<file path="src/rtl/core/edt_pkg.sv">
`timescale 1ns / 1ps

package edt_pkg;

    localparam int unsigned ADDR_W   = 6;
    localparam int unsigned DATA_W   = 64;
    localparam int unsigned REG_IDX_W = 3;

    localparam logic [REG_IDX_W-1:0] REG_DELIM_MASK_0 = 3'd0;
    localparam logic [REG_IDX_W-1:0] REG_DELIM_MASK_1 = 3'd1;
    localparam logic [REG_IDX_W-1:0] REG_DELIM_MASK_2 = 3'd2;
    localparam logic [REG_IDX_W-1:0] REG_DELIM_MASK_3 = 3'd3;
    localparam logic [REG_IDX_W-1:0] REG_ESCAPE_EN    = 3'd4;

    localparam logic [7:0] BACKSLASH = 8'h5C;

    localparam logic [1:0] KIND_CHAR      = 2'd0;
    localparam logic [1:0] KIND_END_TOKEN = 2'd1;
    localparam logic [1:0] KIND_END_TEXT  = 2'd2;

    // Result slots of one command, in emission order.
    localparam int unsigned FLAG_BS        = 0;
    localparam int unsigned FLAG_CHAR      = 1;
    localparam int unsigned FLAG_BS_EOT    = 2;
    localparam int unsigned FLAG_END_TOKEN = 3;
    localparam int unsigned FLAG_END_TEXT  = 4;
    localparam int unsigned NUM_FLAGS      = 5;

    localparam int unsigned QUEUE_DEPTH = 2;

    typedef struct packed {
        logic [7:0] in_byte;
        logic       byte_valid;
        logic       end_of_text;
    } t_in_item;

    typedef struct packed {
        logic [7:0] out_byte;
        logic [1:0] kind;
        logic       last_of_run;
    } t_out_item;

    typedef struct packed {
        logic [255:0] delim_mask;
        logic         escape_enable;
    } t_cfg;

    typedef struct packed {
        logic [NUM_FLAGS-1:0] flags;
        logic [7:0]           char_byte;
    } t_cmd;

endpackage

</file>
<file path="src/rtl/core/edt_regs.sv">
`timescale 1ns / 1ps

module edt_regs (
    input  logic                       i_clk,
    input  logic                       i_rst_n,
    input  logic                       psel,
    input  logic                       penable,
    input  logic                       pwrite,
    input  logic [edt_pkg::ADDR_W-1:0] paddr,
    input  logic [edt_pkg::DATA_W-1:0] pwdata,
    output logic [edt_pkg::DATA_W-1:0] prdata,
    output logic                       pready,
    output edt_pkg::t_cfg              o_cfg
);

    logic [63:0] r_delim_0;
    logic [63:0] r_delim_1;
    logic [63:0] r_delim_2;
    logic [63:0] r_delim_3;
    logic        r_escape_en;
    logic [edt_pkg::REG_IDX_W-1:0] idx;
    logic        wr;

    assign idx    = paddr[edt_pkg::ADDR_W-1:3];
    assign wr     = psel & penable & pwrite;
    assign pready = 1'b1;

    always_ff @(posedge i_clk) begin
        if (!i_rst_n) begin
            r_delim_0   <= '0;
            r_delim_1   <= '0;
            r_delim_2   <= '0;
            r_delim_3   <= '0;
            r_escape_en <= 1'b0;
        end else if (wr) begin
            case (idx)
                edt_pkg::REG_DELIM_MASK_0: r_delim_0   <= pwdata;
                edt_pkg::REG_DELIM_MASK_1: r_delim_1   <= pwdata;
                edt_pkg::REG_DELIM_MASK_2: r_delim_2   <= pwdata;
                edt_pkg::REG_DELIM_MASK_3: r_delim_3   <= pwdata;
                edt_pkg::REG_ESCAPE_EN:    r_escape_en <= pwdata[0];
                default: ;
            endcase
        end
    end

    always_comb begin
        case (idx)
            edt_pkg::REG_DELIM_MASK_0: prdata = r_delim_0;
            edt_pkg::REG_DELIM_MASK_1: prdata = r_delim_1;
            edt_pkg::REG_DELIM_MASK_2: prdata = r_delim_2;
            edt_pkg::REG_DELIM_MASK_3: prdata = r_delim_3;
            edt_pkg::REG_ESCAPE_EN:    prdata = {63'd0, r_escape_en};
            default:                   prdata = '0;
        endcase
    end

    assign o_cfg.delim_mask    = {r_delim_3, r_delim_2, r_delim_1, r_delim_0};
    assign o_cfg.escape_enable = r_escape_en;

endmodule

</file>
<file path="src/rtl/core/edt_front.sv">
`timescale 1ns / 1ps

module edt_front (
    input  logic              i_clk,
    input  logic              i_rst_n,
    input  edt_pkg::t_cfg     i_cfg,
    input  logic              i_accept,
    input  edt_pkg::t_in_item i_item,
    output logic              o_push,
    output edt_pkg::t_cmd     o_cmd
);

    logic r_inside;
    logic r_pending;
    logic r_has_chars;
    logic n_inside;
    logic n_pending;
    logic n_has_chars;
    logic is_delim;
    logic [edt_pkg::NUM_FLAGS-1:0] flags;

    assign is_delim = i_cfg.delim_mask[i_item.in_byte];

    always_comb begin
        n_inside    = r_inside;
        n_pending   = r_pending;
        n_has_chars = r_has_chars;
        flags       = '0;
        if (i_item.byte_valid) begin
            if (is_delim) begin
                if (!r_inside) begin
                    n_inside = r_inside;
                end else if (r_pending) begin
                    n_pending = 1'b0;
                    flags[edt_pkg::FLAG_CHAR] = 1'b1;
                    n_has_chars = 1'b1;
                end else begin
                    flags[edt_pkg::FLAG_END_TOKEN] = r_has_chars;
                    n_inside    = 1'b0;
                    n_has_chars = 1'b0;
                end
            end else if (i_cfg.escape_enable && i_item.in_byte == edt_pkg::BACKSLASH) begin
                n_inside = 1'b1;
                if (r_pending) begin
                    n_pending = 1'b0;
                    flags[edt_pkg::FLAG_CHAR] = 1'b1;
                    n_has_chars = 1'b1;
                end else begin
                    n_pending = 1'b1;
                end
            end else begin
                n_inside = 1'b1;
                flags[edt_pkg::FLAG_BS]   = r_pending;
                n_pending = 1'b0;
                flags[edt_pkg::FLAG_CHAR] = 1'b1;
                n_has_chars = 1'b1;
            end
        end
        if (i_item.end_of_text) begin
            if (n_pending) begin
                flags[edt_pkg::FLAG_BS_EOT] = 1'b1;
                n_has_chars = 1'b1;
            end
            if (n_has_chars) begin
                flags[edt_pkg::FLAG_END_TOKEN] = 1'b1;
            end
            flags[edt_pkg::FLAG_END_TEXT] = 1'b1;
            n_inside    = 1'b0;
            n_pending   = 1'b0;
            n_has_chars = 1'b0;
        end
    end

    always_ff @(posedge i_clk) begin
        if (!i_rst_n) begin
            r_inside    <= 1'b0;
            r_pending   <= 1'b0;
            r_has_chars <= 1'b0;
        end else if (i_accept) begin
            r_inside    <= n_inside;
            r_pending   <= n_pending;
            r_has_chars <= n_has_chars;
        end
    end

    assign o_push          = i_accept && (flags != '0);
    assign o_cmd.flags     = flags;
    assign o_cmd.char_byte = i_item.in_byte;

endmodule

</file>
<file path="src/rtl/core/edt_queue.sv">
`timescale 1ns / 1ps

module edt_queue (
    input  logic          i_clk,
    input  logic          i_rst_n,
    input  logic          i_push,
    input  edt_pkg::t_cmd i_cmd,
    input  logic          i_pop,
    output logic          o_full,
    output logic          o_empty,
    output edt_pkg::t_cmd o_cmd
);

    edt_pkg::t_cmd r_mem [edt_pkg::QUEUE_DEPTH];
    logic       r_wr_ptr;
    logic       r_rd_ptr;
    logic [1:0] r_count;
    logic       do_push;
    logic       do_pop;

    assign o_full  = (r_count == 2'(edt_pkg::QUEUE_DEPTH));
    assign o_empty = (r_count == 2'd0);
    assign do_push = i_push && !o_full;
    assign do_pop  = i_pop && !o_empty;
    assign o_cmd   = r_mem[r_rd_ptr];

    always_ff @(posedge i_clk) begin
        if (do_push) begin
            r_mem[r_wr_ptr] <= i_cmd;
        end
    end

    always_ff @(posedge i_clk) begin
        if (!i_rst_n) begin
            r_wr_ptr <= 1'b0;
            r_rd_ptr <= 1'b0;
            r_count  <= 2'd0;
        end else begin
            if (do_push) begin
                r_wr_ptr <= ~r_wr_ptr;
            end
            if (do_pop) begin
                r_rd_ptr <= ~r_rd_ptr;
            end
            r_count <= r_count + 2'(do_push) - 2'(do_pop);
        end
    end

    a_count_bound: assert property (@(posedge i_clk) disable iff (!i_rst_n)
        r_count <= 2'(edt_pkg::QUEUE_DEPTH))
        else $error("queue count above depth");

    a_no_push_full: assert property (@(posedge i_clk) disable iff (!i_rst_n)
        o_full |-> !i_push)
        else $error("push into full queue");

endmodule

</file>
<file path="src/rtl/core/edt_back.sv">
`timescale 1ns / 1ps

module edt_back (
    input  logic               i_clk,
    input  logic               i_rst_n,
    input  logic               i_empty,
    input  edt_pkg::t_cmd      i_cmd,
    output logic               o_pop,
    output logic               o_valid,
    output edt_pkg::t_out_item o_item,
    input  logic               i_stall
);

    logic                          r_busy;
    edt_pkg::t_cmd                 r_cmd;
    logic [edt_pkg::NUM_FLAGS-1:0] sel;
    logic [edt_pkg::NUM_FLAGS-1:0] remain;
    logic                          last;
    logic                          xfer;

    assign sel    = r_cmd.flags & (-r_cmd.flags);
    assign remain = r_cmd.flags & ~sel;
    assign last   = (remain == '0);
    assign xfer   = r_busy && !i_stall;
    assign o_pop  = !i_empty && (!r_busy || (xfer && last));

    always_comb begin
        o_item.last_of_run = last;
        if (sel[edt_pkg::FLAG_BS] || sel[edt_pkg::FLAG_BS_EOT]) begin
            o_item.out_byte = edt_pkg::BACKSLASH;
            o_item.kind     = edt_pkg::KIND_CHAR;
        end else if (sel[edt_pkg::FLAG_CHAR]) begin
            o_item.out_byte = r_cmd.char_byte;
            o_item.kind     = edt_pkg::KIND_CHAR;
        end else if (sel[edt_pkg::FLAG_END_TOKEN]) begin
            o_item.out_byte = 8'd0;
            o_item.kind     = edt_pkg::KIND_END_TOKEN;
        end else begin
            o_item.out_byte = 8'd0;
            o_item.kind     = edt_pkg::KIND_END_TEXT;
        end
    end

    always_ff @(posedge i_clk) begin
        if (!i_rst_n) begin
            r_busy      <= 1'b0;
            r_cmd.flags <= '0;
        end else if (o_pop) begin
            r_busy <= 1'b1;
            r_cmd  <= i_cmd;
        end else if (xfer) begin
            r_busy      <= !last;
            r_cmd.flags <= remain;
        end
    end

    assign o_valid = r_busy;

    a_busy_has_work: assert property (@(posedge i_clk) disable iff (!i_rst_n)
        r_busy |-> (r_cmd.flags != '0))
        else $error("result pending with no slots left");

    a_run_continues: assert property (@(posedge i_clk) disable iff (!i_rst_n)
        (xfer && !last) |=> r_busy)
        else $error("run dropped before its last result");

endmodule

</file>
<file path="src/rtl/core/escaped_delimiter_tokenizer_core.sv">
`timescale 1ns / 1ps

// Byte-stream tokenizer with backslash escape. One input transfer carries one
// byte and/or an end-of-text flag; it yields zero to four result transfers
// (characters, end-of-token, end-of-text), the last one flagged last_of_run.
// The front end takes one input transfer per cycle while its two-entry
// command queue has room; the back end drives one result per cycle from the
// queue head unless the output stalls, each item taking one transfer per
// result (two for an escaped ordinary byte, up to four at end of text);
// items with no result are not queued. Results pass through the queue and
// a back-end register. Registers sit at byte address 8*index on a 64-bit
// APB port and should be written only while no results are pending.
module escaped_delimiter_tokenizer_core (
    input  logic                       i_clk,
    input  logic                       i_rst_n,
    input  logic                       psel,
    input  logic                       penable,
    input  logic                       pwrite,
    input  logic [edt_pkg::ADDR_W-1:0] paddr,
    input  logic [edt_pkg::DATA_W-1:0] pwdata,
    output logic [edt_pkg::DATA_W-1:0] prdata,
    output logic                       pready,
    input  logic                       i_in_valid,
    input  edt_pkg::t_in_item          i_in_data,
    output logic                       o_in_stall,
    output logic                       o_out_valid,
    output edt_pkg::t_out_item         o_out_data,
    input  logic                       i_out_stall
);

    edt_pkg::t_cfg cfg;
    edt_pkg::t_cmd push_cmd;
    edt_pkg::t_cmd head_cmd;
    logic          push;
    logic          pop;
    logic          full;
    logic          empty;
    logic          in_accept;

    assign o_in_stall = full;
    assign in_accept  = i_in_valid && !full;

    edt_regs u_regs (
        .i_clk   (i_clk),
        .i_rst_n (i_rst_n),
        .psel    (psel),
        .penable (penable),
        .pwrite  (pwrite),
        .paddr   (paddr),
        .pwdata  (pwdata),
        .prdata  (prdata),
        .pready  (pready),
        .o_cfg   (cfg)
    );

    edt_front u_front (
        .i_clk    (i_clk),
        .i_rst_n  (i_rst_n),
        .i_cfg    (cfg),
        .i_accept (in_accept),
        .i_item   (i_in_data),
        .o_push   (push),
        .o_cmd    (push_cmd)
    );

    edt_queue u_queue (
        .i_clk   (i_clk),
        .i_rst_n (i_rst_n),
        .i_push  (push),
        .i_cmd   (push_cmd),
        .i_pop   (pop),
        .o_full  (full),
        .o_empty (empty),
        .o_cmd   (head_cmd)
    );

    edt_back u_back (
        .i_clk   (i_clk),
        .i_rst_n (i_rst_n),
        .i_empty (empty),
        .i_cmd   (head_cmd),
        .o_pop   (pop),
        .o_valid (o_out_valid),
        .o_item  (o_out_data),
        .i_stall (i_out_stall)
    );

endmodule

</file>
<file path="config.mk">
export PLATFORM = sky130hd
export DESIGN_NAME = escaped_delimiter_tokenizer_core
export DESIGN_NICKNAME = d
export VERILOG_FILES = /design/src/rtl/core/edt_pkg.sv /design/src/rtl/core/edt_regs.sv /design/src/rtl/core/edt_front.sv /design/src/rtl/core/edt_queue.sv /design/src/rtl/core/edt_back.sv /design/src/rtl/core/escaped_delimiter_tokenizer_core.sv
export SDC_FILE = /design/constraint.sdc
export NUM_CORES = 1
export LEC_CHECK = 0
export ABC_AREA = 1
export CORE_ASPECT_RATIO = 0.7
export CORE_MARGIN = 2
export CORE_UTILIZATION = 60
export CTS_BUF_LIST = sky130_fd_sc_hd__clkbuf_2 sky130_fd_sc_hd__clkbuf_4 sky130_fd_sc_hd__clkbuf_8
export DETAILED_ROUTE_END_ITERATION = 16
export DONT_BUFFER_PORTS = 1
export PLACE_DENSITY_LB_ADDON = 0.25
export RECOVER_POWER = 25
export SLEW_MARGIN = 20
export SYNTH_ARGS = -nofsm -noshare
export SYNTH_HDL_FRONTEND = slang
export SYNTH_SLANG_ARGS = --single-unit
</file>
<file path="constraint.sdc">
create_clock -name i_clk -period 2.8 [get_ports i_clk]
set_input_delay 0.56 -clock i_clk [delete_from_list [all_inputs] [get_ports i_clk]]
set_output_delay 0.56 -clock i_clk [all_outputs]
set_load 0.01 [all_outputs]
</file>
-- Word level (Yosys, flattened, before mapping)
Memories as Yosys holds them, arrays and structs flattened. A register that Yosys moved wholly into a read port is not among the register bits.
Index checks and enable logic that the tools add are counted.
- register bits after elaboration: 278
- latch bits: 0
- memory bits (writable): 26
- ROM bits: 0
- input bits: 87
- output and inout bits: 78
- logic and storage cells: 105
- memories: 1
- memory list (memory ; words ; width ; read ports ; clocked after Yosys merged registers in ; wr ports ; line ; RTL):
    u_queue.r_mem ; 2 ; 13 ; 1 ; 1 ; 1 ; edt_queue.sv:14 ; edt_pkg::t_cmd r_mem [edt_pkg::QUEUE_DEPTH];
- add/subtract/negate cells: 3
- multipliers: 0
- divide/modulo/power cells: 0
- order comparisons: 1
- eq/ne operators: 6
- shift-type cells: 0
- mux-type cells: 45
- bitwise gates (word level): 7
- reductions and logical operators: 28
- operator list (kind ; number):
    one-hot mux 64 bit (5 select lines) ; 1
    2-to-1 mux 1 bit ; 36
    2-to-1 mux 10 bit ; 2
    AND reduction 2 bit ; 7
    bitwise AND 5 bit ; 2
    2-to-1 mux 5 bit ; 2
    less-than comparator 8 x 9 -> 1 bit, second input constant ; 1
    binary-select mux 1 bit (select 8 bit) ; 1
    == test 8 x 7 -> 1 bit, second input constant ; 1
    logical AND 1 bit ; 8
    == test 3 x 2 -> 1 bit, second input constant ; 2
    zero test 1 bit ; 5
    zero test 5 bit ; 1
    negator 5 bit ; 1
    inverter 5 bit ; 1
    nonzero test 5 bit ; 1
    2-to-1 mux 2 bit ; 2
    nonzero test 2 bit ; 2
    == test 3 x 1 -> 1 bit, second input constant ; 1
    == test 3 bit, second input constant ; 1
    zero test 3 bit ; 1
    2-to-1 mux 3 bit ; 1
    adder 2 x 1 -> 2 bit ; 1
    bitwise AND 1 bit ; 2
    5 further kinds ; 7

-- Longest topological paths before layout
Gate-level depths: netlist of run 1.
- depth in word-level cells: 14
- depth in mapped cells: 22
- depth with buffers taken out: 20

-- Modules after synthesis
A second synthesis of run 1 with hierarchy kept.
- cell total of the unflattened synthesis: 2920
- area total of the unflattened synthesis: 17426.7 µm²
- by module, submodules not included (module ; instances ; cells an instance ; area an instance (µm²) ; sequential area each (µm²)):
    edt_regs ; 1 ; 2018 ; 12280.5 ; 5144.9
    edt_front ; 1 ; 731 ; 3191.8 ; 60.1
    edt_queue ; 1 ; 78 ; 1223.7 ; 880.8
    edt_back ; 1 ; 91 ; 720.7 ; 360.3
    escaped_delimiter_tokenizer_core ; 1 ; 2 ; 10.0 ; 0.0

-- Least setup slack after synthesis of run 1
OpenSTA, ideal clock, no wires.
- path type: input port to flip-flop
- start point: input i_in_data[3] (netlist bit)
- end point: memory u_queue.r_mem[0][0] (netlist bit), enable pin
- setup time: 382 ps
- data arrival time: 2529 ps
- data required time: 2418 ps
- setup slack: -111 ps
- cell stages on the path: 18
- buffers on the path: 3
- path through: buf_2 inv_2 buf_4 buf_6 o211ai_1 nand3_1 nand3_1 nand3_1 nand3_1 nand3_1 nand2_1 inv_2 nand2_2 inv_2 nand2_4 nand3_4 nand2_1 nor2_1
- longest elaborated chain between the ends: 14
- elaborated cells on any way between the ends: 27
- those cells by class: eq/ne: 1; mux: 22; reduce/logical: 4
- RTL lines (what ; line ; RTL):
    start, declared ; escaped_delimiter_tokenizer_core.sv:24 ; input edt_pkg::t_in_item i_in_data,
    parallel branches: the longest is 9 deep, another holds binary-select mux 1 bit (select 8 bit) ; -- ;
    nonzero test 5 bit (*) ; edt_front.sv:86 ; assign o_push = i_accept && (flags != '0);
    logical AND 1 bit (*) ; edt_front.sv:86 ;
    logical AND 1 bit (*) ; edt_queue.sv:23 ; assign do_push = i_push && !o_full;
    2-to-1 mux 1 bit (*) ; edt_queue.sv:28 ; if (do_push) begin
    2-to-1 mux 1 bit (implied by the code) (*) ; edt_queue.sv:29 ; r_mem[r_wr_ptr] <= i_cmd;
    end, declared ; edt_queue.sv:14 ;
Every way passes the cells marked *. The select of a mux whose other input is x is not followed.

-- Worst setup path after layout of run 1
- start point: input i_in_data[2] (netlist bit)
- end point: register u_queue.r_count[1]
- longest elaborated chain between the ends: 14
- elaborated cells on any way between the ends: 27
- those cells by class: add/sub: 2; eq/ne: 1; mux: 20; reduce/logical: 4
- RTL lines (what ; line ; RTL):
    parallel branches: the longest is 9 deep, another holds binary-select mux 1 bit (select 8 bit) ; -- ;
    nonzero test 5 bit (*) ; edt_front.sv:86 ;
    logical AND 1 bit (*) ; edt_front.sv:86 ;
    logical AND 1 bit (*) ; edt_queue.sv:23 ;
    adder 2 x 1 -> 2 bit (*) ; edt_queue.sv:45 ; r_count <= r_count + 2'(do_push) - 2'(do_pop);
    subtractor 2 x 1 -> 2 bit (*) ; edt_queue.sv:45 ;
    end signal, assigned ; edt_queue.sv:45 ;
    end, declared ; edt_queue.sv:17 ; logic [1:0] r_count;
Marks and branches as above.
A chain may end at the register's enable or synchronous reset.

==> results of run 1 <==
-- where the power goes --
group	switching [W]	internal (W)	leakage, nW
Clock	0.00174	0.00199	0.491
Combinational	0.000847	0.000404	3.38
Sequential	0.0000955	0.00462	2.51
Total	0.00268	0.00702	6.37
-- cell type report --
type | count | area share (%)
Clock buffer | 73 | 5.51
Clock inverter | 5 | 0.171
Inverter | 211 | 4.92
Multi-Input combinational cell | 1511 | 44.2
Sequential cell | 305 | 40.1
Tap cell | 325 | 2.53
Timing Repair Buffer | 46 | 2.62
-- repair_timing --
item                                    in CTS  in global routing
endpoints found under the setup margin       0                  1
resized for setup                            0                  2
hold buffers                                 0                  0
-- sequential cells by signal, summed over array words and instances, names as in the netlist, 2 cells and up, named ones only --
name / flops
u_back.r_cmd: 13
u_regs.r_delim_1: 64
u_regs.r_delim_3: 64
u_queue.r_mem: 26
u_regs.r_delim_0: 64
u_queue.r_count: 2
u_regs.r_delim_2: 64
-- synthesized netlist by cell type, types with 3 or more instances --
cell and count:
or2_2 6, nor3_1 10, nand3_1 155, nor2_1 242
a21oi_1 195, buf_6 13, a311oi_1 3, o211ai_1 35
clkbuf_1 106, o21ai_1 10, nand3_2 3, or2_1 3
buf_2 29, nand2_1 470, buf_4 4, buf_1 10
inv_1 200, o21ai_0 293, edfxtp_1 34, nor4_1 4
inv_2 6, nand4_1 9, dfxtp_1 271, clkinv_1 5
o2111ai_1 58
-- worst paths after layout --
kind	to	slack, ns	depth (start not counted)
max	u_queue.r_count[1]$_SDFF_PN0_	0.21	20
min	u_queue.r_mem[1][7]$_DFFE_PP_	0.09	0
max reg2reg	u_queue.r_count[1]$_SDFF_PN0_	0.27	17
min reg2reg	u_queue.r_rd_ptr$_SDFFE_PN0P_	0.46	1
-- routing by layer --
layer	track usage (%)	part of all wire (%)	wire, um
met4	12.1	3.0	1380
met5	1.30	0.088	41
met2	51.2	42	19600
met3	9.51	13	6010
met1	48.5	42	19600
-- kinds of logic after synthesis --
logic type | after synthesis | share of synthesized area (%)
AOI/OAI and AO/OA | 600 | 22.1
xor gates and xnor gates | 1 | 0.0580
adders and majority gates | 2 | 0.166
buffers and inverters | 375 | 10.4
DFF | 305 | 42.7
other | 1 | 0.0248
and+or+nand+nor | 907 | 24.6
-- through the flow --
| step | setup WS [ns] | utilization [%] | setup TNS, ns | hold WS [ns] |
|---|---|---|---|---|
| global route | 0.0363 | 65.2 | 0 | 0.0731 |
| CTS | 0.252 | 65.5 | 0 | 0.0683 |
| detailed placement | -0.0562 | 61.8 | -0.0562 | 0.438 |
| global placement | -0.00352 | 61.8 | -0.00352 | 0.432 |
| floorplan | 0.0946 | - | 0 | 0.426 |
| finish | 0.206 | 65.2 | 0 | 0.0937 |
==> results.py, run 1 <==
metrics = {
    "sta": {
        "finalCritPeriodShare_pct": 92.6,
        "hold_viol": 0,
        "setup_viol": 0,
        "clock_skew_ns": 0.0499,
        "drv_slew": 69,
        "worst_slew_pin_slew_ns": 1.54,
        "rsz0062_at_grt": "false",
        "slew_headroom_pct": -2.50,
        "fin_crit_ns": 2.59,
        "fmax_mhz": 386,
    },
    "critical_path": {
        "critPathRequiredTime_ns": 3.30,
        "path_buf_inv": 4,
        "crit_start": "i_in_data[2]",
        "path_common_cell": "nand3_1",
        "critPathArrivalTime_ns": 3.09,
        "cp_max_fo": 201,
        "cpPeakStageDelay_ns": 0.21,
        "r2r_start": "u_regs.r_delim_3[54]$_SDFFE_PN0P_",
        "crit_family": "simple AND/OR/NAND/NOR gates",
        "end_kind": "flip-flop",
        "critical_path.startpoint_type": "input port",
        "worstPathCellList": "inv_2 > buf_12 > nand2_1 > o211ai_1 > nand3_1 > nand3_1 > nand3_1 > nand3_1 > nand3_1 > nand2_1 > inv_2 > nand3_1 > nand3_2 > nand3_4 > nand2_1 > inv_1 > ha_1 > xor2_1 > o21ai_0 > a21oi_1",
        "worstSetupPathType": "input port to flip-flop",
        "cp_slowest_cell": "inv_2",
    },
    "yosys": {
        "synth_edf_count": 34,
        "syn_inst": 2191,
        "yosysTopAreaCell": "dfxtp_1",
        "synthesis.nets": 2280,
        "synth_ff_type": "dfxtp_1",
        "synth_cell_types": 39,
        "synth_seq_cells": 305,
        "yosys-top-cells-area": "dfxtp_1, nand2_1, o21ai_0",
        "syn-mean-instance-area_sq_um": 6.90,
        "ys_seq_area_share_pct": 42.7,
        "async_flop_share_pct": 0,
        "synth_top_area_share_pct": 35.9,
        "synth_area_sq_um": 15100,
        "yosysWarnings": 0,
    },
    "cells_and_area": {
        "final-seq-area_sq_um": 6450,
        "multi_input_area_sq_um": 7100,
        "syn_to_final_growth_pct": 6.45,
        "nFillCells": 2271,
        "fin_cells": 2476,
        "antenna_cells": 0,
        "final_nets": 2210,
        "final_common_cell": "nand2_1",
        "design_area_sq_um": 16100,
        "layout_common_cells": "nand2_1, o21ai_0, dfxtp_1",
        "drive_above_1_share_pct": 6.69,
    },
    "place": {
        "hpwl_mm": 29.4,
        "place.gp.congestion": 0.890,
        "place_area_sq_um": 15200,
        "dp_cells": 2398,
        "port_buffers": 0,
    },
    "routing": {
        "vias_per_cell": 6.02,
        "drc": 0,
        "first_pass_iters": 6,
        "drtIter0Drc": 1583,
        "vias": 14900,
        "ant_nets": 0,
        "wl_per_cell_um": 18.8,
        "wl_mm": 46.6,
    },
    "die": {
        "ioPinCount": 165,
        "start_util_pct": 61.2,
        "dieArea_sq_um": 26500,
        "die_x_um": 194,
        "num_rows": 48,
        "die_h_um": 137,
        "fp.coreArea_sq_um": 24700,
    },
    "power": {
        "leakagePower_nw": 6.37,
        "vdd_ir_drop_max_mv": 0.489,
        "p_per_area_nw_per_um2": 603,
        "power_w": 0.00970,
    },
    "clocking": {
        "clock_path_buffers": 3,
        "clkTransAtPathRegs_ns": 0.07,
        "cts_buffers": 46,
        "clk_latency_ns": 0.60,
        "postCtsSetupRepairBufs": 0,
        "h-tree-depth": 2,
        "clockRootBuffer": "clkbuf_8",
        "cts_tree": "built",
        "cts_sinks": 305,
    },
    "global_routing": {
        "grt_pass1_vias": 13400,
        "grtUsageTotal_pct": 34.6,
        "gr-total-overflow": 0,
        "grt_max_degree": 265,
        "grt_pass1_wl_mm": 73.1,
        "antenna_found_initial": 0,
    },
    "status": {
        "violations": "capacitance limit, slew limit",
        "status": "finished, violations left",
    },
    "hold_path": {
        "min_from": "i_in_data[9]",
        "min_path_type": "input port to flip-flop",
    },
    "run": {
        "drv_cap": 1,
    },
}
(Power assumes the default switching activity.)
==> run 2, diff against run 1 <==
--- a/config.mk
+++ b/config.mk
@@ -5,7 +5,6 @@
 export SDC_FILE = /design/constraint.sdc
 export NUM_CORES = 1
 export LEC_CHECK = 0
-export ABC_AREA = 1
 export CORE_ASPECT_RATIO = 0.7
 export CORE_MARGIN = 2
 export CORE_UTILIZATION = 60
==> run 2 against run 1 <==
The run ends with setup timing left. Cell count decreased by 16%. Synthesized cell count decreased by 22%. Clock-buffer cell count decreased by 1. Global-route usage increased by 3.4 points. Via count decreased by 7.9%. Largest cell class unchanged.
==> results.py, run 2 <==
metrics = {
    "yosys": {
        "synth_common_cells": "nand2_1, dfxtp_1, a21oi_1",
        "synth_ff_type": "dfxtp_1",
        "yosysTopAreaCell": "dfxtp_1",
        "synth_cell_types": 71,
        "async_flop_share_pct": 0,
        "synth_edf_count": 34,
        "synth_area_sq_um": 14800,
        "yosys-top-cells-area": "dfxtp_1, nand2_1, a21oi_1",
        "yosysWarnings": 0,
        "syn-mean-instance-area_sq_um": 8.65,
        "ys_seq_area_share_pct": 43.7,
        "syn_inst": 1705,
        "synth_seq_cells": 305,
        "yosysMostFrequentCell": "nand2_1",
        "synth_top_area_share_pct": 36.8,
        "synthesis.nets": 1794,
    },
    "sta": {
        "rsz0062_at_grt": "true",
        "worst_slew_pin_slew_ns": 1.36,
        "clock_skew_ns": 0.0261,
        "setup_tns_ns": -12.18,
        "setup_viol": 127,
        "drv_slew": 0,
        "fmax_mhz": 335,
        "hold_viol": 0,
        "whs_ns": 0.0505,
        "fin_crit_ns": 2.98,
        "finalCritPeriodShare_pct": 107,
        "slew_headroom_pct": 9.24,
        "layout_setup_ws_ns": -0.184,
    },
    "clocking": {
        "cts_buffers": 45,
        "clock_path_buffers": 3,
        "holdBufCountCts": 0,
        "clkTransAtPathRegs_ns": 0.07,
        "h-tree-depth": 2,
        "clk_latency_ns": 0.60,
        "cts_sinks": 305,
        "cts_tree": "built",
        "clockRootBuffer": "clkbuf_8",
    },
    "cells_and_area": {
        "final_common_cell": "nand2_1",
        "layout_common_cells": "nand2_1, a21oi_1, dfxtp_1",
        "drive_above_1_share_pct": 16.6,
        "final_nets": 1827,
        "antenna_cells": 0,
        "syn_to_final_growth_pct": 12.7,
        "finish.utilization_pct": 69.7,
        "fin_cells": 2090,
    },
    "global_routing": {
        "grtUsageTotal_pct": 38.0,
        "grt_max_degree": 133,
        "grt_util_met2_pct": 55.6,
        "met3_usage_pct": 13.0,
        "grt_pass1_wl_mm": 75.2,
        "grt_pass1_vias": 12600,
        "grt.busiest_layer": "met2",
        "gr-total-overflow": 0,
        "antenna_found_initial": 0,
        "use_met1_pct": 53.5,
    },
    "critical_path": {
        "critPathArrivalTime_ns": 2.42,
        "critical_path.startpoint_type": "input port",
        "worstSetupPathType": "input port to output port",
        "end_kind": "output port",
        "cp_slowest_cell": "clkbuf_2",
        "worstPathCellList": "nor3_1 > clkbuf_2 > a22o_1 > a221o_1",
        "cpPeakStageDelay_ns": 0.93,
        "cp_max_fo": 39,
        "critPathRequiredTime_ns": 2.24,
    },
    "status": {
        "status": "finished, violations left",
        "violations": "setup timing",
    },
    "power": {
        "p_per_area_nw_per_um2": 576,
        "p_switching_w": 0.00251,
        "p_sw_share_pct": 26.2,
        "power.share.combinational_pct": 11.1,
        "leakagePower_nw": 5.94,
        "power_w": 0.00959,
        "vdd_ir_drop_max_mv": 0.504,
        "intPower_w": 0.00707,
        "p_seq_share_pct": 49.0,
        "power_frac_clock_pct": 39.9,
    },
    "routing": {
        "wl_mm": 49.8,
        "drtIter0Drc": 1901,
        "ant_nets": 0,
        "first_pass_iters": 6,
        "wl_per_cell_um": 23.8,
        "vias_per_cell": 6.57,
        "vias": 13700,
        "drc": 0,
    },
    "place": {
        "port_buffers": 0,
        "dp_cells": 2006,
        "place.gp.congestion": 1.03,
        "hpwl_mm": 32.5,
    },
    "die": {
        "dieArea_sq_um": 25900,
        "die_h_um": 135,
        "num_rows": 47,
        "die_x_um": 191,
        "fp.coreArea_sq_um": 23900,
        "start_util_pct": 61.8,
        "ioPinCount": 165,
    },
    "hold_path": {
        "min_path_type": "input port to flip-flop",
    },
    "run": {
        "drv_cap": 0,
    },
}
## run 2: cell type report
type	instances	area (sq um)
timing repair buffer	125	1110
multi-input combinational	1250	7670
clock buffer	72	903
clock inverter	9	43.8
fill	1892	7240
tap	318	398
inverter	11	46.3
sequential	305	6460
## run 2: repair_timing
| action | in CTS | in global routing |
|---|---|---|
| endpoints found under the setup margin | 28 | 29 |
| pin swaps | 0 | 10 |
| gates cloned | 1 | 0 |
| buffers inserted | 2 | 2 |
| gates resized for setup | 20 | 12 |
## run 2: critical path: cells and delay by family
kind | cells | cell delay [ns]
AOI/OAI and AO/OA | 2 | 0.50
and+or+nand+nor | 1 | 0.41
buffers and inverters | 1 | 0.93
## run 2: metrics by stage
step,instance area [sq um],worst slack [ns]
6_report,16600,-0.184
5_1_grt,16600,-0.228
4_1_cts,16700,-0.141
3_5_place_dp,15700,-0.497
3_3_place_gp,15700,-0.406
2_1_floorplan,14800,-0.390
## run 2: path summary, 6_finish.rpt
check | cells after the start | start | slack [ns] | end
setup / recovery | 4 | paddr[5] | -0.18 | prdata[60]
hold / removal | 0 | i_in_data[7] | 0.05 | u_queue.r_mem[0][5]$_DFFE_PP_
setup reg to reg | 10 | u_regs.r_delim_2[52]$_SDFFE_PN0P_ | -0.16 | u_queue.r_mem[1][10]$_DFFE_PP_
hold reg to reg | 2 | u_regs.r_delim_1[22]$_SDFFE_PN0P_ | 0.47 | u_regs.r_delim_1[22]$_SDFFE_PN0P_
## run 2: power by group through the flow
stage | Clock [W] | Sequential [W] | Combinational [W]
global placement | 0 | 0.00478 | 0.000982
floorplan | 0 | 0.00474 | 0.000822
CTS | 0.00382 | 0.00469 | 0.00105
global route | 0.00403 | 0.00471 | 0.00114
detailed placement | 0 | 0.00479 | 0.00101
finish | 0.00383 | 0.00469 | 0.00106
## run 2: logic make-up (layout without fill, tap and decap cells)
kind of cell               Yosys count  after routing  synth area share [%]
adders and majority gates            3              3                 0.237
other                                1              1                0.0254
AOI/OAI and AO/OA                  471            471                  21.3
DFF                                305            305                  43.7
and+or+nand+nor                    653            653                  18.5
xor gates and xnor gates             3              3                 0.178
buffers and inverters              150            217                  4.98
muxes                              119            119                  11.0
## run 2: routing by layer
layer  vias to the layer above  part of all wire [%]
met5                         -                     0
met3                       122                    16
met1                      6490                    39
li1                       6121                     -
met2                       989                    42
met4                         0                   3.0
==> run 3, diff against run 2 <==
--- a/config.mk
+++ b/config.mk
@@ -6,9 +6,9 @@
 export NUM_CORES = 1
 export LEC_CHECK = 0
 export CORE_ASPECT_RATIO = 0.7
-export CORE_MARGIN = 2
+export CORE_MARGIN = 4
 export CORE_UTILIZATION = 60
-export CTS_BUF_LIST = sky130_fd_sc_hd__clkbuf_2 sky130_fd_sc_hd__clkbuf_4 sky130_fd_sc_hd__clkbuf_8
+export CTS_BUF_LIST = sky130_fd_sc_hd__clkbuf_4
 export DETAILED_ROUTE_END_ITERATION = 16
 export DONT_BUFFER_PORTS = 1
 export PLACE_DENSITY_LB_ADDON = 0.25
==> run 3 against run 2 <==
The flow still finishes with violations (setup timing). Power up 2.5%. Critical path depth rose by 7. Via count up 4.0%. Register-to-register slack better by 0.04 ns. Sequential power barely moved. Core utilization grew 3.1 points. Worst setup slack improved by 0.059 ns. First-iteration DRC count is 8.1% higher. Non-clock buffer count grew 66. Clock power rose by 3%. Die area rose by 5.1%. Cell count up 5.3%.
==> results.py, run 3 (synthesis gave the netlist of run 2 again) <==
metrics = {
    "cells_and_area": {
        "design_area_sq_um": 17400,
        "drive_above_1_share_pct": 18.6,
        "layout_common_cells": "nand2_1, a21oi_1, dfxtp_1",
        "syn_to_final_growth_pct": 18.0,
        "final_nets": 1922,
        "fin_cells": 2201,
        "nFillCells": 1813,
        "final_common_cell": "nand2_1",
    },
    "critical_path": {
        "cp_max_fo": 10,
        "end_kind": "flip-flop",
        "worstSetupPathType": "flip-flop to flip-flop",
        "r2r_slack_ns": -0.12,
        "critPathArrivalTime_ns": 3.36,
        "critPathRequiredTime_ns": 3.23,
        "reg2regPathDepth": 11,
        "critical_path.startpoint_type": "flip-flop",
    },
    "place": {
        "place_area_sq_um": 15600,
        "dp_cells": 1997,
        "hpwl_mm": 32.4,
        "dp_slack_ns": -0.416,
        "place.gp.congestion": 0.980,
        "port_buffers": 0,
    },
    "routing": {
        "first_pass_iters": 9,
        "drc": 0,
        "wl_per_cell_um": 23.1,
        "drtIter0Drc": 2055,
        "wl_mm": 50.8,
        "ant_nets": 0,
        "vias": 14300,
        "vias_per_cell": 6.48,
    },
    "sta": {
        "clock_skew_ns": 0.0459,
        "finalCritPeriodShare_pct": 104,
        "drv_slew": 0,
        "rsz0062_at_grt": "true",
        "fin_crit_ns": 2.92,
        "fmax_mhz": 342,
        "worst_slew_pin_slew_ns": 0.673,
        "slew_headroom_pct": 55.0,
        "hold_viol": 0,
        "layout_setup_ws_ns": -0.125,
        "whs_ns": 0.0882,
        "setup_viol": 28,
    },
    "clocking": {
        "clk_latency_ns": 0.73,
        "h-tree-depth": 3,
        "cts_buffers": 74,
        "clockRootBuffer": "clkbuf_4",
        "clkTransAtPathRegs_ns": 0.07,
        "clock_path_buffers": 3,
        "cts_sinks": 305,
        "cts_tree": "built",
    },
    "power": {
        "power_w": 0.00983,
        "leakagePower_nw": 6.29,
        "vdd_ir_drop_max_mv": 0.468,
        "p_per_area_nw_per_um2": 564,
    },
    "global_routing": {
        "gr-total-overflow": 0,
        "antenna_found_initial": 5,
        "grtUsageTotal_pct": 35.6,
        "grt_max_degree": 117,
        "grt_pass1_vias": 13000,
        "grt_pass1_wl_mm": 77.3,
    },
    "run": {
        "drv_cap": 0,
    },
    "hold_path": {
        "worstHoldPathCells": 1,
        "min_path_type": "input port to flip-flop",
    },
    "status": {
        "violations": "setup timing",
        "status": "finished, violations left",
    },
    "die": {
        "ioPinCount": 165,
        "dieArea_sq_um": 27200,
        "die_h_um": 139,
        "num_rows": 47,
        "start_util_pct": 61.7,
        "die_x_um": 195,
        "fp.coreArea_sq_um": 23900,
    },
}
-- run 3: layout make-up --
class	count	area [sq um]	area share, %
timing repair buffer	191	1810	10.4
multi-input combinational	1250	7690	44.1
inverter	11	46.3	0.266
antenna	2	5.00	0.0287
clock buffer	105	788	4.53
clock inverter	19	186	1.07
tap	318	398	2.28
sequential	305	6500	37.3
-- run 3: final timing paths --
| kind | from | to |
|---|---|---|
| worst max register to register | u_regs.r_delim_3[61]$_SDFFE_PN0P_ | u_queue.r_mem[1][12]$_DFFE_PP_ |
| worst max-delay path | u_regs.r_delim_3[61]$_SDFFE_PN0P_ | u_queue.r_mem[1][12]$_DFFE_PP_ |
| worst min register to register | u_regs.r_delim_1[8]$_SDFFE_PN0P_ | u_regs.r_delim_1[8]$_SDFFE_PN0P_ |
| worst min-delay path | i_in_data[0] | u_queue.r_mem[1][10]$_DFFE_PP_ |
-- run 3: power breakdown --
group / switching (W) / internal [W] / total [W]
Combinational: 0.000675 / 0.000507 / 0.00118
Clock: 0.00187 / 0.00209 / 0.00396
Sequential: 0.000111 / 0.00458 / 0.00469
Total: 0.00265 / 0.00718 / 0.00983
-- run 3: metrics by stage --
step                      TNS (ns)  util (%)
after global placement      -11.57      65.0
after global routing         -4.44      72.8
final                        -2.56      72.8
after floorplan             -10.21         -
after detailed placement    -12.10      65.0
after CTS                    -1.08      72.3
-- run 3: timing repair --
action | in CTS | in global routing
hold buffers | 73 | 1
gates resized for setup | 29 | 29
setup buffers | 0 | 4
pin swaps | 9 | 1
hold endpoints to repair | 276 | 2
endpoints found under the setup margin | 27 | 34
-- run 3: worst max-delay path: stages (launching register included) --
cell     delay, ns
dfxtp_1       0.40
mux4_2        0.25
mux2i_1       0.07
a22oi_1       0.21
nand4_1       0.16
o211a_1       0.17
nor4_4        0.50
and4_4        0.31
o21ai_4       0.06
buf_6         0.14
a31oi_4       0.21
buf_12        0.16
-- run 3: routing by layer --
layer  up-vias  global-route usage [%]  routed length [um]
li1       6339                       -                   -
met1      6697                    52.2               19900
met2      1078                    51.1               21700
met3       146                    11.6                7980
met4         8                    9.00                1250
met5         -                       0                  41
